==> src/rtl/core/psq_pkg.sv <==
// ----------------------------------------------------------------------------
// psq_pkg
// shared types, constants and counter helpers for the presence qualifier
// ----------------------------------------------------------------------------
package psq_pkg;

  localparam int COUNT_W = 16;
  localparam int CFG_W   = 16;
  localparam int CMP_W   = ((COUNT_W > CFG_W) ? COUNT_W : CFG_W) + 1;
  localparam int ADDR_W  = 3;

  typedef logic [COUNT_W-1:0] cnt_t;
  typedef logic [CFG_W-1:0]   cfg_word_t;

  // register indexes of the configuration port
  typedef enum logic [ADDR_W-1:0] {
    REG_TRIGGER_COUNT = 3'd0,
    REG_ERROR_COUNT   = 3'd1,
    REG_ENTER_WINDOW  = 3'd2,
    REG_EXIT_WINDOW   = 3'd3,
    REG_DWELL_SHORT   = 3'd4,
    REG_DWELL_LONG    = 3'd5,
    REG_ABSENT_HOLD   = 3'd6
  } reg_idx_t;

  localparam cfg_word_t RST_TRIGGER_COUNT = CFG_W'(50);
  localparam cfg_word_t RST_ERROR_COUNT   = CFG_W'(20);
  localparam cfg_word_t RST_ENTER_WINDOW  = CFG_W'(300);
  localparam cfg_word_t RST_EXIT_WINDOW   = CFG_W'(500);
  localparam cfg_word_t RST_DWELL_SHORT   = CFG_W'(500);
  localparam cfg_word_t RST_DWELL_LONG    = CFG_W'(6000);
  localparam cfg_word_t RST_ABSENT_HOLD   = CFG_W'(500);

  // qualifier phases
  typedef enum logic [2:0] {
    PH_INIT    = 3'd0,
    PH_ABSENT  = 3'd1,
    PH_ENTRY   = 3'd2,
    PH_PRESENT = 3'd3,
    PH_LEAVE   = 3'd4
  } phase_t;

  typedef struct packed {
    cfg_word_t trigger_count;
    cfg_word_t error_count;
    cfg_word_t enter_window;
    cfg_word_t exit_window;
    cfg_word_t dwell_short;
    cfg_word_t dwell_long;
    cfg_word_t absent_hold;
  } cfg_t;

  // presence and leaving flags of the sequencer
  typedef struct packed {
    logic present;
    logic leaving;
  } seq_flags_t;

  // dwell timer flags
  typedef struct packed {
    logic short_reached;
    logic long_reached;
    logic absent_held;
  } dwell_flags_t;

  typedef struct packed {
    logic present;
    logic leaving;
    logic dwell_short_reached;
    logic dwell_long_reached;
    logic absent_held;
    logic enter_pulse;
    logic exit_pulse;
  } result_t;

  function automatic cnt_t sat_inc(input cnt_t c);
    return (c == {COUNT_W{1'b1}}) ? c : c + COUNT_W'(1);
  endfunction

  function automatic logic cnt_ge(input cnt_t c, input cfg_word_t t);
    return CMP_W'(c) >= CMP_W'(t);
  endfunction

  function automatic logic sum_ge(input cnt_t a, input cnt_t b, input cfg_word_t t);
    return (CMP_W'(a) + CMP_W'(b)) >= CMP_W'(t);
  endfunction

  function automatic cnt_t to_cnt(input cfg_word_t t);
    return COUNT_W'(t);
  endfunction

endpackage

==> src/rtl/core/presence_sensor_qualifier.sv <==
// ----------------------------------------------------------------------------
// presence_sensor_qualifier
// qualifies a raw presence sensor into presence, leaving and dwell flags
// ----------------------------------------------------------------------------
// usage
//   input channel: one item per timer tick, in_sensor_level low means a
//   person is detected; accepted when in_valid is high and in_stall is low
//   result channel: one item per input item with seven flags, taken when
//   out_valid is high and out_stall is low
//   configuration: seven 16-bit thresholds written through cfg_we,
//   cfg_addr and cfg_wdata while the block is idle; unknown indexes ignored
// timing
//   the whole update for one item is a single pass of counter and compare
//   logic, registered into the output register, or the skid register if
//   a result waits; one item per cycle while in_stall is low, limited by
//   the state update: every counter and flag feeds back into the next item
// reset
//   rst_n is synchronous, active low; thresholds return to their defaults,
//   all counters and flags clear, the qualifier restarts in its init phase
// stall
//   a two-entry output buffer (output register plus skid register) keeps
//   taking items while one result waits; in_stall rises only when both
//   entries are occupied
// ----------------------------------------------------------------------------
module presence_sensor_qualifier (
  input  logic                        clk,
  input  logic                        rst_n,
  // input channel
  input  logic                        in_valid,
  output logic                        in_stall,
  input  logic                        in_sensor_level,
  // result channel
  output logic                        out_valid,
  input  logic                        out_stall,
  output logic                        out_present,
  output logic                        out_leaving,
  output logic                        out_dwell_short_reached,
  output logic                        out_dwell_long_reached,
  output logic                        out_absent_held,
  output logic                        out_enter_pulse,
  output logic                        out_exit_pulse,
  // configuration port
  input  logic                        cfg_we,
  input  logic [psq_pkg::ADDR_W-1:0]  cfg_addr,
  input  logic [psq_pkg::CFG_W-1:0]   cfg_wdata
);
  import psq_pkg::*;

  cfg_t         cfg_r;
  seq_flags_t   seq_cur, seq_nxt;
  dwell_flags_t dwell_nxt;
  logic         step;
  logic         present_prev_r;
  result_t      res;
  result_t      out_r, skid_r;
  logic         out_valid_r, skid_valid_r;
  logic         pop;

  // one tick of work per accepted item
  assign step = in_valid && !in_stall;
  assign pop  = out_valid_r && !out_stall;

  // configuration registers
  always_ff @(posedge clk) begin
    if (!rst_n) begin
      cfg_r.trigger_count <= RST_TRIGGER_COUNT;
      cfg_r.error_count   <= RST_ERROR_COUNT;
      cfg_r.enter_window  <= RST_ENTER_WINDOW;
      cfg_r.exit_window   <= RST_EXIT_WINDOW;
      cfg_r.dwell_short   <= RST_DWELL_SHORT;
      cfg_r.dwell_long    <= RST_DWELL_LONG;
      cfg_r.absent_hold   <= RST_ABSENT_HOLD;
    end else if (cfg_we) begin
      unique case (cfg_addr)
        REG_TRIGGER_COUNT: cfg_r.trigger_count <= cfg_wdata;
        REG_ERROR_COUNT:   cfg_r.error_count   <= cfg_wdata;
        REG_ENTER_WINDOW:  cfg_r.enter_window  <= cfg_wdata;
        REG_EXIT_WINDOW:   cfg_r.exit_window   <= cfg_wdata;
        REG_DWELL_SHORT:   cfg_r.dwell_short   <= cfg_wdata;
        REG_DWELL_LONG:    cfg_r.dwell_long    <= cfg_wdata;
        REG_ABSENT_HOLD:   cfg_r.absent_hold   <= cfg_wdata;
        default: ;
      endcase
    end
  end

  // dwell timers look at the flags left by the previous item
  psq_dwell u_dwell (
    .clk       (clk),
    .rst_n     (rst_n),
    .step      (step),
    .cfg       (cfg_r),
    .seq_flags (seq_cur),
    .flags_nxt (dwell_nxt)
  );

  psq_seq u_seq (
    .clk       (clk),
    .rst_n     (rst_n),
    .step      (step),
    .detected  (!in_sensor_level),
    .cfg       (cfg_r),
    .flags_r   (seq_cur),
    .flags_nxt (seq_nxt)
  );

  // edge pulses on the presence flag
  always_comb begin
    res.present             = seq_nxt.present;
    res.leaving             = seq_nxt.leaving;
    res.dwell_short_reached = dwell_nxt.short_reached;
    res.dwell_long_reached  = dwell_nxt.long_reached;
    res.absent_held         = dwell_nxt.absent_held;
    res.enter_pulse         = seq_nxt.present && !present_prev_r;
    res.exit_pulse          = !seq_nxt.present && present_prev_r;
  end

  always_ff @(posedge clk) begin
    if (!rst_n) present_prev_r <= 1'b0;
    else if (step) present_prev_r <= seq_nxt.present;
  end

  // output register with skid entry behind it
  always_ff @(posedge clk) begin
    if (!rst_n) begin
      out_valid_r  <= 1'b0;
      skid_valid_r <= 1'b0;
    end else if (!out_valid_r || pop) begin
      if (skid_valid_r) begin
        out_valid_r  <= 1'b1;
        skid_valid_r <= step;
      end else begin
        out_valid_r  <= step;
      end
    end else if (step) begin
      skid_valid_r <= 1'b1;
    end
  end

  always_ff @(posedge clk) begin
    if (!out_valid_r || pop) begin
      if (skid_valid_r) begin
        out_r <= skid_r;
        if (step) skid_r <= res;
      end else if (step) begin
        out_r <= res;
      end
    end else if (step) begin
      skid_r <= res;
    end
  end

  assign in_stall                = skid_valid_r;
  assign out_valid               = out_valid_r;
  assign out_present             = out_r.present;
  assign out_leaving             = out_r.leaving;
  assign out_dwell_short_reached = out_r.dwell_short_reached;
  assign out_dwell_long_reached  = out_r.dwell_long_reached;
  assign out_absent_held         = out_r.absent_held;
  assign out_enter_pulse         = out_r.enter_pulse;
  assign out_exit_pulse          = out_r.exit_pulse;

  // skid entry only fills behind a waiting output register
  a_skid_behind_out: assert property (@(posedge clk) disable iff (!rst_n)
    skid_valid_r |-> out_valid_r)
    else $error("skid entry valid with empty output register");

  // an item accepted into an empty buffer shows up next cycle
  a_accept_shows: assert property (@(posedge clk) disable iff (!rst_n)
    (step && !out_valid_r) |=> out_valid_r)
    else $error("accepted item did not reach the output register");

  // enter and exit pulses are exclusive
  a_pulse_excl: assert property (@(posedge clk) disable iff (!rst_n)
    out_valid_r |-> !(out_r.enter_pulse && out_r.exit_pulse))
    else $error("enter and exit pulse together");

  // leaving only while presence holds
  a_leave_present: assert property (@(posedge clk) disable iff (!rst_n)
    (out_valid_r && out_r.leaving) |-> out_r.present)
    else $error("leaving flag without presence");

  // a stalled result stays put
  a_out_hold: assert property (@(posedge clk) disable iff (!rst_n)
    (out_valid_r && out_stall) |=> (out_valid_r && $stable(out_r)))
    else $error("stalled result changed");

endmodule

==> src/rtl/core/psq_seq.sv <==
// ----------------------------------------------------------------------------
// psq_seq
// five-phase entry / leave qualifier with high and low run counters
// ----------------------------------------------------------------------------
module psq_seq (
  input  logic                clk,
  input  logic                rst_n,
  input  logic                step,
  input  logic                detected,
  input  psq_pkg::cfg_t       cfg,
  output psq_pkg::seq_flags_t flags_r,
  output psq_pkg::seq_flags_t flags_nxt
);
  import psq_pkg::*;

  phase_t phase_r, phase_nxt;
  cnt_t   act_r, act_nxt;
  cnt_t   inact_r, inact_nxt;
  cnt_t   act_inc, inact_inc;

  assign act_inc   = sat_inc(act_r);
  assign inact_inc = sat_inc(inact_r);

  // next phase and run counters
  always_comb begin
    phase_nxt = phase_r;
    act_nxt   = act_r;
    inact_nxt = inact_r;
    unique case (phase_r)
      PH_INIT: begin
        phase_nxt = PH_ABSENT;
      end
      PH_ABSENT: begin
        if (detected) begin
          act_nxt = act_inc;
          if (cnt_ge(act_inc, cfg.trigger_count)) begin
            act_nxt   = '0;
            inact_nxt = '0;
            phase_nxt = PH_ENTRY;
          end
        end else begin
          act_nxt = '0;
        end
      end
      PH_ENTRY: begin
        if (detected) begin
          act_nxt = act_inc;
          if (sum_ge(act_inc, inact_r, cfg.enter_window)) phase_nxt = PH_PRESENT;
        end else if (cnt_ge(inact_inc, cfg.error_count)) begin
          act_nxt   = '0;
          inact_nxt = '0;
          phase_nxt = PH_ABSENT;
        end else begin
          inact_nxt = inact_inc;
          if (sum_ge(act_r, inact_inc, cfg.enter_window)) phase_nxt = PH_PRESENT;
        end
      end
      PH_PRESENT: begin
        if (!detected) begin
          inact_nxt = inact_inc;
          if (cnt_ge(inact_inc, cfg.trigger_count)) begin
            act_nxt   = '0;
            inact_nxt = '0;
            phase_nxt = PH_LEAVE;
          end
        end else begin
          inact_nxt = '0;
        end
      end
      PH_LEAVE: begin
        if (!detected) begin
          inact_nxt = inact_inc;
          if (sum_ge(act_r, inact_inc, cfg.exit_window)) phase_nxt = PH_ABSENT;
        end else if (cnt_ge(act_inc, cfg.error_count)) begin
          act_nxt   = '0;
          inact_nxt = '0;
          phase_nxt = PH_PRESENT;
        end else begin
          act_nxt = act_inc;
          if (sum_ge(act_inc, inact_r, cfg.exit_window)) phase_nxt = PH_ABSENT;
        end
      end
      default: begin
        phase_nxt = PH_INIT;
      end
    endcase
  end

  // flags set by the phase being left
  always_comb begin
    flags_nxt = flags_r;
    unique case (phase_r)
      PH_INIT, PH_ABSENT, PH_ENTRY: begin
        flags_nxt.present = 1'b0;
        flags_nxt.leaving = 1'b0;
      end
      PH_PRESENT: begin
        flags_nxt.present = 1'b1;
        flags_nxt.leaving = 1'b0;
      end
      PH_LEAVE: begin
        flags_nxt.present = 1'b1;
        flags_nxt.leaving = 1'b1;
      end
      default: begin
        flags_nxt.leaving = 1'b0;
      end
    endcase
  end

  always_ff @(posedge clk) begin
    if (!rst_n) begin
      phase_r <= PH_INIT;
      act_r   <= '0;
      inact_r <= '0;
      flags_r <= '0;
    end else if (step) begin
      phase_r <= phase_nxt;
      act_r   <= act_nxt;
      inact_r <= inact_nxt;
      flags_r <= flags_nxt;
    end
  end

endmodule

==> src/rtl/core/psq_dwell.sv <==
// ----------------------------------------------------------------------------
// psq_dwell
// dwell and absence timers driven by the previous tick's flags
// ----------------------------------------------------------------------------
module psq_dwell (
  input  logic                  clk,
  input  logic                  rst_n,
  input  logic                  step,
  input  psq_pkg::cfg_t         cfg,
  input  psq_pkg::seq_flags_t   seq_flags,
  output psq_pkg::dwell_flags_t flags_nxt
);
  import psq_pkg::*;

  cnt_t         dwell_r, dwell_nxt;
  cnt_t         absent_r, absent_nxt;
  dwell_flags_t flags_r;
  cnt_t         dwell_inc, absent_inc;

  assign dwell_inc  = sat_inc(dwell_r);
  assign absent_inc = sat_inc(absent_r);

  always_comb begin
    dwell_nxt  = dwell_r;
    absent_nxt = absent_r;
    flags_nxt  = flags_r;
    if (seq_flags.present) begin
      flags_nxt.absent_held = 1'b0;
      absent_nxt            = '0;
      if (!seq_flags.leaving) begin
        dwell_nxt = dwell_inc;
        // long test first, so a long dwell below the short one skips short
        if (cnt_ge(dwell_inc, cfg.dwell_long)) begin
          dwell_nxt                = to_cnt(cfg.dwell_long);
          flags_nxt.long_reached   = 1'b1;
        end else if (cnt_ge(dwell_inc, cfg.dwell_short)) begin
          flags_nxt.short_reached  = 1'b1;
        end
      end else if (!flags_r.short_reached) begin
        dwell_nxt = '0;
      end
    end else begin
      dwell_nxt               = '0;
      flags_nxt.short_reached = 1'b0;
      flags_nxt.long_reached  = 1'b0;
      absent_nxt              = absent_inc;
      if (cnt_ge(absent_inc, cfg.absent_hold)) begin
        absent_nxt            = to_cnt(cfg.absent_hold);
        flags_nxt.absent_held = 1'b1;
      end
    end
  end

  always_ff @(posedge clk) begin
    if (!rst_n) begin
      dwell_r  <= '0;
      absent_r <= '0;
      flags_r  <= '0;
    end else if (step) begin
      dwell_r  <= dwell_nxt;
      absent_r <= absent_nxt;
      flags_r  <= flags_nxt;
    end
  end

endmodule

==> config.mk <==
export PLATFORM = sky130hd
export DESIGN_NAME = presence_sensor_qualifier
export DESIGN_NICKNAME = d
export VERILOG_FILES = /design/src/rtl/core/psq_pkg.sv /design/src/rtl/core/presence_sensor_qualifier.sv /design/src/rtl/core/psq_seq.sv /design/src/rtl/core/psq_dwell.sv
export SDC_FILE = /design/constraint.sdc
export NUM_CORES = 1
export LEC_CHECK = 0
export BUFFER_PORTS_ARGS = -buffer_cell sky130_fd_sc_hd__buf_2
export CAP_MARGIN = 20
export CORE_ASPECT_RATIO = 0.7
export CORE_UTILIZATION = 60
export CTS_CLUSTER_SIZE = 40
export DETAILED_ROUTE_END_ITERATION = 6
export PLACE_DENSITY = 0.77
export SLEW_MARGIN = 20
export SYNTH_ARGS = -nofsm -noshare
export SYNTH_HDL_FRONTEND = slang
export SYNTH_SLANG_ARGS = --single-unit
==> constraint.sdc <==
create_clock -name clk -period 14.05 [get_ports clk]
set_input_delay 1.405 -clock clk [delete_from_list [all_inputs] [get_ports clk]]
set_output_delay 1.405 -clock clk [all_outputs]
set_load 0.01 [all_outputs]
==> qor.csv <==
stage,metric,value,unit
synth,"EDFF count, synth",14,
timing,"Hold Vio Cnt, Final",0,
die,Die Y,130,um
global_route,first-pass GRT wire length,66100,um
global_route,grt ovf,0,
route,Routed WL,43400,um
cells_and_area,Seq. cell area,4140,um^2
timing,achievable clock frequency,159,MHz
synth,Synth Flop Type,dfxtp_1,
synth,"Distinct cells, synth",71,
pwr,VDD IR max,95.9,uV
timing,total negative slack,0,ns
cells_and_area,area occupied by multi-input gates,9310,um^2
hold_path,hold depth,2,
timing,final setup fails,0,
die,IO Pins,34,
die,core area,22900,um^2
timing,Post-Route Skew,0.0128,ns
synth,post-synth top area share,26.3,%
timing,RSZ-0062 raised after global routing,no,
worst_setup_path,Critical Path RT,14.37,ns
worst_setup_path,Setup crit start kind,flop,
cts,total CTS buffers,17,
timing,Least-Margin Pin Slew,1.04,ns
pwr,LEAKAGE,6.73,nW
synth,post-synth net total,2028,
synth,post-synthesis mux area share,1.72,%
global_route,global-route usage over all layers,36.4,%
worst_setup_path,crit path buf inv count,0,
global_route,initial antenna violation count,1,
synth,Post-Synth XOR/XNOR Area,4.02,%
route,routed vias/inst,6.27,
timing,period utilization,44.7,%
job,Max-Cap Viols,0,
global_route,vias in the first global route,11600,
route,WL met1,20000,um
die,Initial Utilization,61.7,%
worst_setup_path,critical path's slowest cell,dfxtp_1,
worst_setup_path,reg2reg start,u_seq.inact_r[4],
synth,Synth Area in Adders,19.2,%
placement,post-DP HPWL,33400,um
timing,max-slew violation count,0,
pwr,pwr/cell area,83.8,nW/um^2
cts,cts repair resizes,0,
synth,largest family of logic cells by synthesized area,compound AO/OA/AOI/OAI gates,
worst_setup_path,crit path kind,reg2reg,
die,Die Wd,186,um
cts,H-tree depth,4,
global_route,largest net degree at the start of global routing,58,
cts,CTS Sinks,200,
cells_and_area,"commonest non-fill, non-tap cell in the layout",nand2_1,
synth,Post-synth ARST share,0,%
cells_and_area,most frequent cells in the layout,"nand2_1, ha_1, a21oi_1",
cells_and_area,Layout fillers,1982,
outcome,outcome,"complete, no violations",
worst_setup_path,Reg2Reg Setup Slack,7.77,ns
cells_and_area,Layout Nets,2032,
worst_setup_path,Reg-to-Reg End,u_seq.phase_r[1],
die,die area,24200,um^2
route,top layer reached by signal wires,met5,
pwr,switching power total,360,uW
cells_and_area,Final Cell Area,15200,um^2
pwr,Clk pwr share,41.4,%
cells_and_area,diode count,0,
synth,compound-cell area share of the yosys netlist,21.0,%
worst_setup_path,reg2reg path depth,26,
synth,Synth Area in Simple Gates,19.6,%
worst_setup_path,Worst Path Arrival,6.60,ns
placement,Placer Congestion,1.04,
worst_setup_path,"CP delay by family, top",compound AO/OA/AOI/OAI gates,
cts,worst skew pair latency,0.46,ns
synth,Ys Warns,0,
pwr,Int Pwr,913,uW
synth,largest area contributor in the netlist,dfxtp_1,
pwr,Seq pwr share,46.7,%
cells_and_area,layout cell share with drive strength beyond 1,6.15,%
pwr,Gate power share,11.8,%
route,first drt pass iteration count,6,
cells_and_area,"Core Util, Final",66.3,%
synth,syn_area_per_cell,7.92,um^2
hold_path,Hold EP,cfg_r[109],
route,DR WL met3,5910,um
synth,register area share after synthesis,29.3,%
die,FP Rows,46,
cts,postcts setup bufs,0,
placement,DP Area,14600,um^2
cts,Hold Buf Count CTS,0,
worst_setup_path,CP max stage delay,0.51,ns
hold_path,Hold/Removal Path Class,reg2reg,
worst_setup_path,critical-path maximum fanout,9,
route,met2 WL post-DR,16600,um
cts,CTS tree,built,
cts,CTS root buffer,clkbuf_16,
cts,clock-pin slew on the worst setup and hold paths,0.08,ns
worst_setup_path,crit end category,flop,
cts,maximum root-to-sink buffer count,2,
cells_and_area,Area Overhead vs Synth,7.44,%
hold_path,worst hold start,cfg_r[109],
timing,crit path time final,6.28,ns
synth,top post-synthesis cells by area,"dfxtp_1, ha_1, nand2_1",
route,vias,13300,
synth,Syn Inst Count,1787,
synth,Post-Syn Area,14100,um^2
timing,hold slack,0.455,ns
route,WL/cell,20.5,um
route,iteration-0 DRC count of the detailed router,1415,
timing,Relative slew margins,30.5,%
route,antenna-violating nets left,0,
route,DRC,0,
placement,I/O Buffers,33,
synth,post-synthesis register bit count,200,
pwr,sw frac,28.3,%
pwr,Total Power,1.27,mW
[how the worst max path moves through the flow]
stage	startpoint	endpoint	slack [ns]	depth (start not counted)
finish	u_seq.inact_r[4]	u_seq.phase_r[1]	7.77	26
global route	u_seq.inact_r[1]	u_seq.phase_r[0]	7.42	26
CTS	u_seq.inact_r[4]	u_seq.phase_r[1]	7.94	26
detailed placement	u_seq.inact_r[4]	u_seq.phase_r[1]	8.00	26
global placement	u_seq.inact_r[4]	u_seq.phase_r[1]	8.07	26
floorplan	u_seq.inact_r[4]	u_seq.phase_r[1]	8.53	26
[Yosys cell counts, drive strengths merged (7+ instances only)]
cell,instances
and4,7
ha,214
nor2b,16
xor2,13
nand2b,12
a211o,7
xnor2,52
and3,17
a22oi,14
nor3,30
a31oi,10
o211ai,44
a21oi,194
mux2,10
dfxtp,186
edfxtp,14
o21a,19
clkbuf,51
nand4,37
nand3,48
a21o,46
a211oi,12
o21ai,80
buf,11
nor2,106
inv,127
mux2i,13
nand2,311
[area by class of cell]
type	count	area share, %
Clock buffer	19	2.99
Sequential cell	200	27.3
Timing Repair Buffer	47	1.78
Multi-Input combinational cell	1398	61.2
Tap cell	312	2.57
Inverter	127	3.15
Clock inverter	13	1.01
[power groups by stage]
stage	Sequential, mW	Combinational (mW)	Clock, mW
final	0.595	0.151	0.527
after CTS	0.595	0.145	0.529
after floorplan	0.606	0.0929	0
after global placement	0.608	0.141	0
after detailed placement	0.608	0.144	0
after global routing	0.597	0.162	0.551
[cell families (layout without fill, tap and decap cells)]
| logic type | Yosys count | in the layout |
|---|---|---|
| buf+inv | 189 | 206 |
| mux | 23 | 23 |
| simple gates | 616 | 616 |
| xor+xnor | 65 | 65 |
| fa+ha+maj | 216 | 216 |
| flops | 200 | 200 |
| compound gates | 478 | 478 |
[flip-flops by register name, indices dropped and copies added (netlist names)]
| register | count |
|---|---|
| skid_r | 7 |
| out_absent_held | 1 |
| out_leaving | 1 |
| out_dwell_long_reached | 1 |
| u_seq.act_r | 16 |
| u_seq.phase_r | 3 |
| out_valid | 1 |
| u_dwell.dwell_r | 16 |
| cfg_r | 112 |
| in_stall | 1 |
| u_seq.inact_r | 16 |
| u_dwell.absent_r | 16 |
| u_seq.flags_r | 2 |
| out_present | 1 |
| out_dwell_short_reached | 1 |
| out_exit_pulse | 1 |
| u_dwell.flags_r | 3 |
| out_enter_pulse | 1 |
[layer usage]
| metal | vias up | track usage (%) |
|---|---|---|
| met4 | 2 | 9.24 |
| met5 | - | 3.20 |
| met2 | 710 | 49.4 |
| met1 | 6113 | 53.9 |
| met3 | 79 | 12.2 |
| li1 | 6362 | - |
[per-stage QoR]
step | worst slack (ns) | std cells
6_report | 7.77 | 2116
5_1_grt | 7.42 | 2116
4_1_cts | 7.94 | 2116
3_5_place_dp | 8.00 | 2084
3_3_place_gp | 8.07 | 2083
2_1_floorplan | 8.53 | 1787
[worst register-to-register path: cells and delay by family, from the launching register on]
| kind | cells | cell delay (ns) |
|---|---|---|
| compound gates | 13 | 2.58 |
| simple gates | 10 | 2.22 |
| fa+ha+maj | 2 | 0.62 |
| flops | 1 | 0.51 |
| xor+xnor | 1 | 0.18 |
Note: power is estimated with default switching activity, not from simulation.
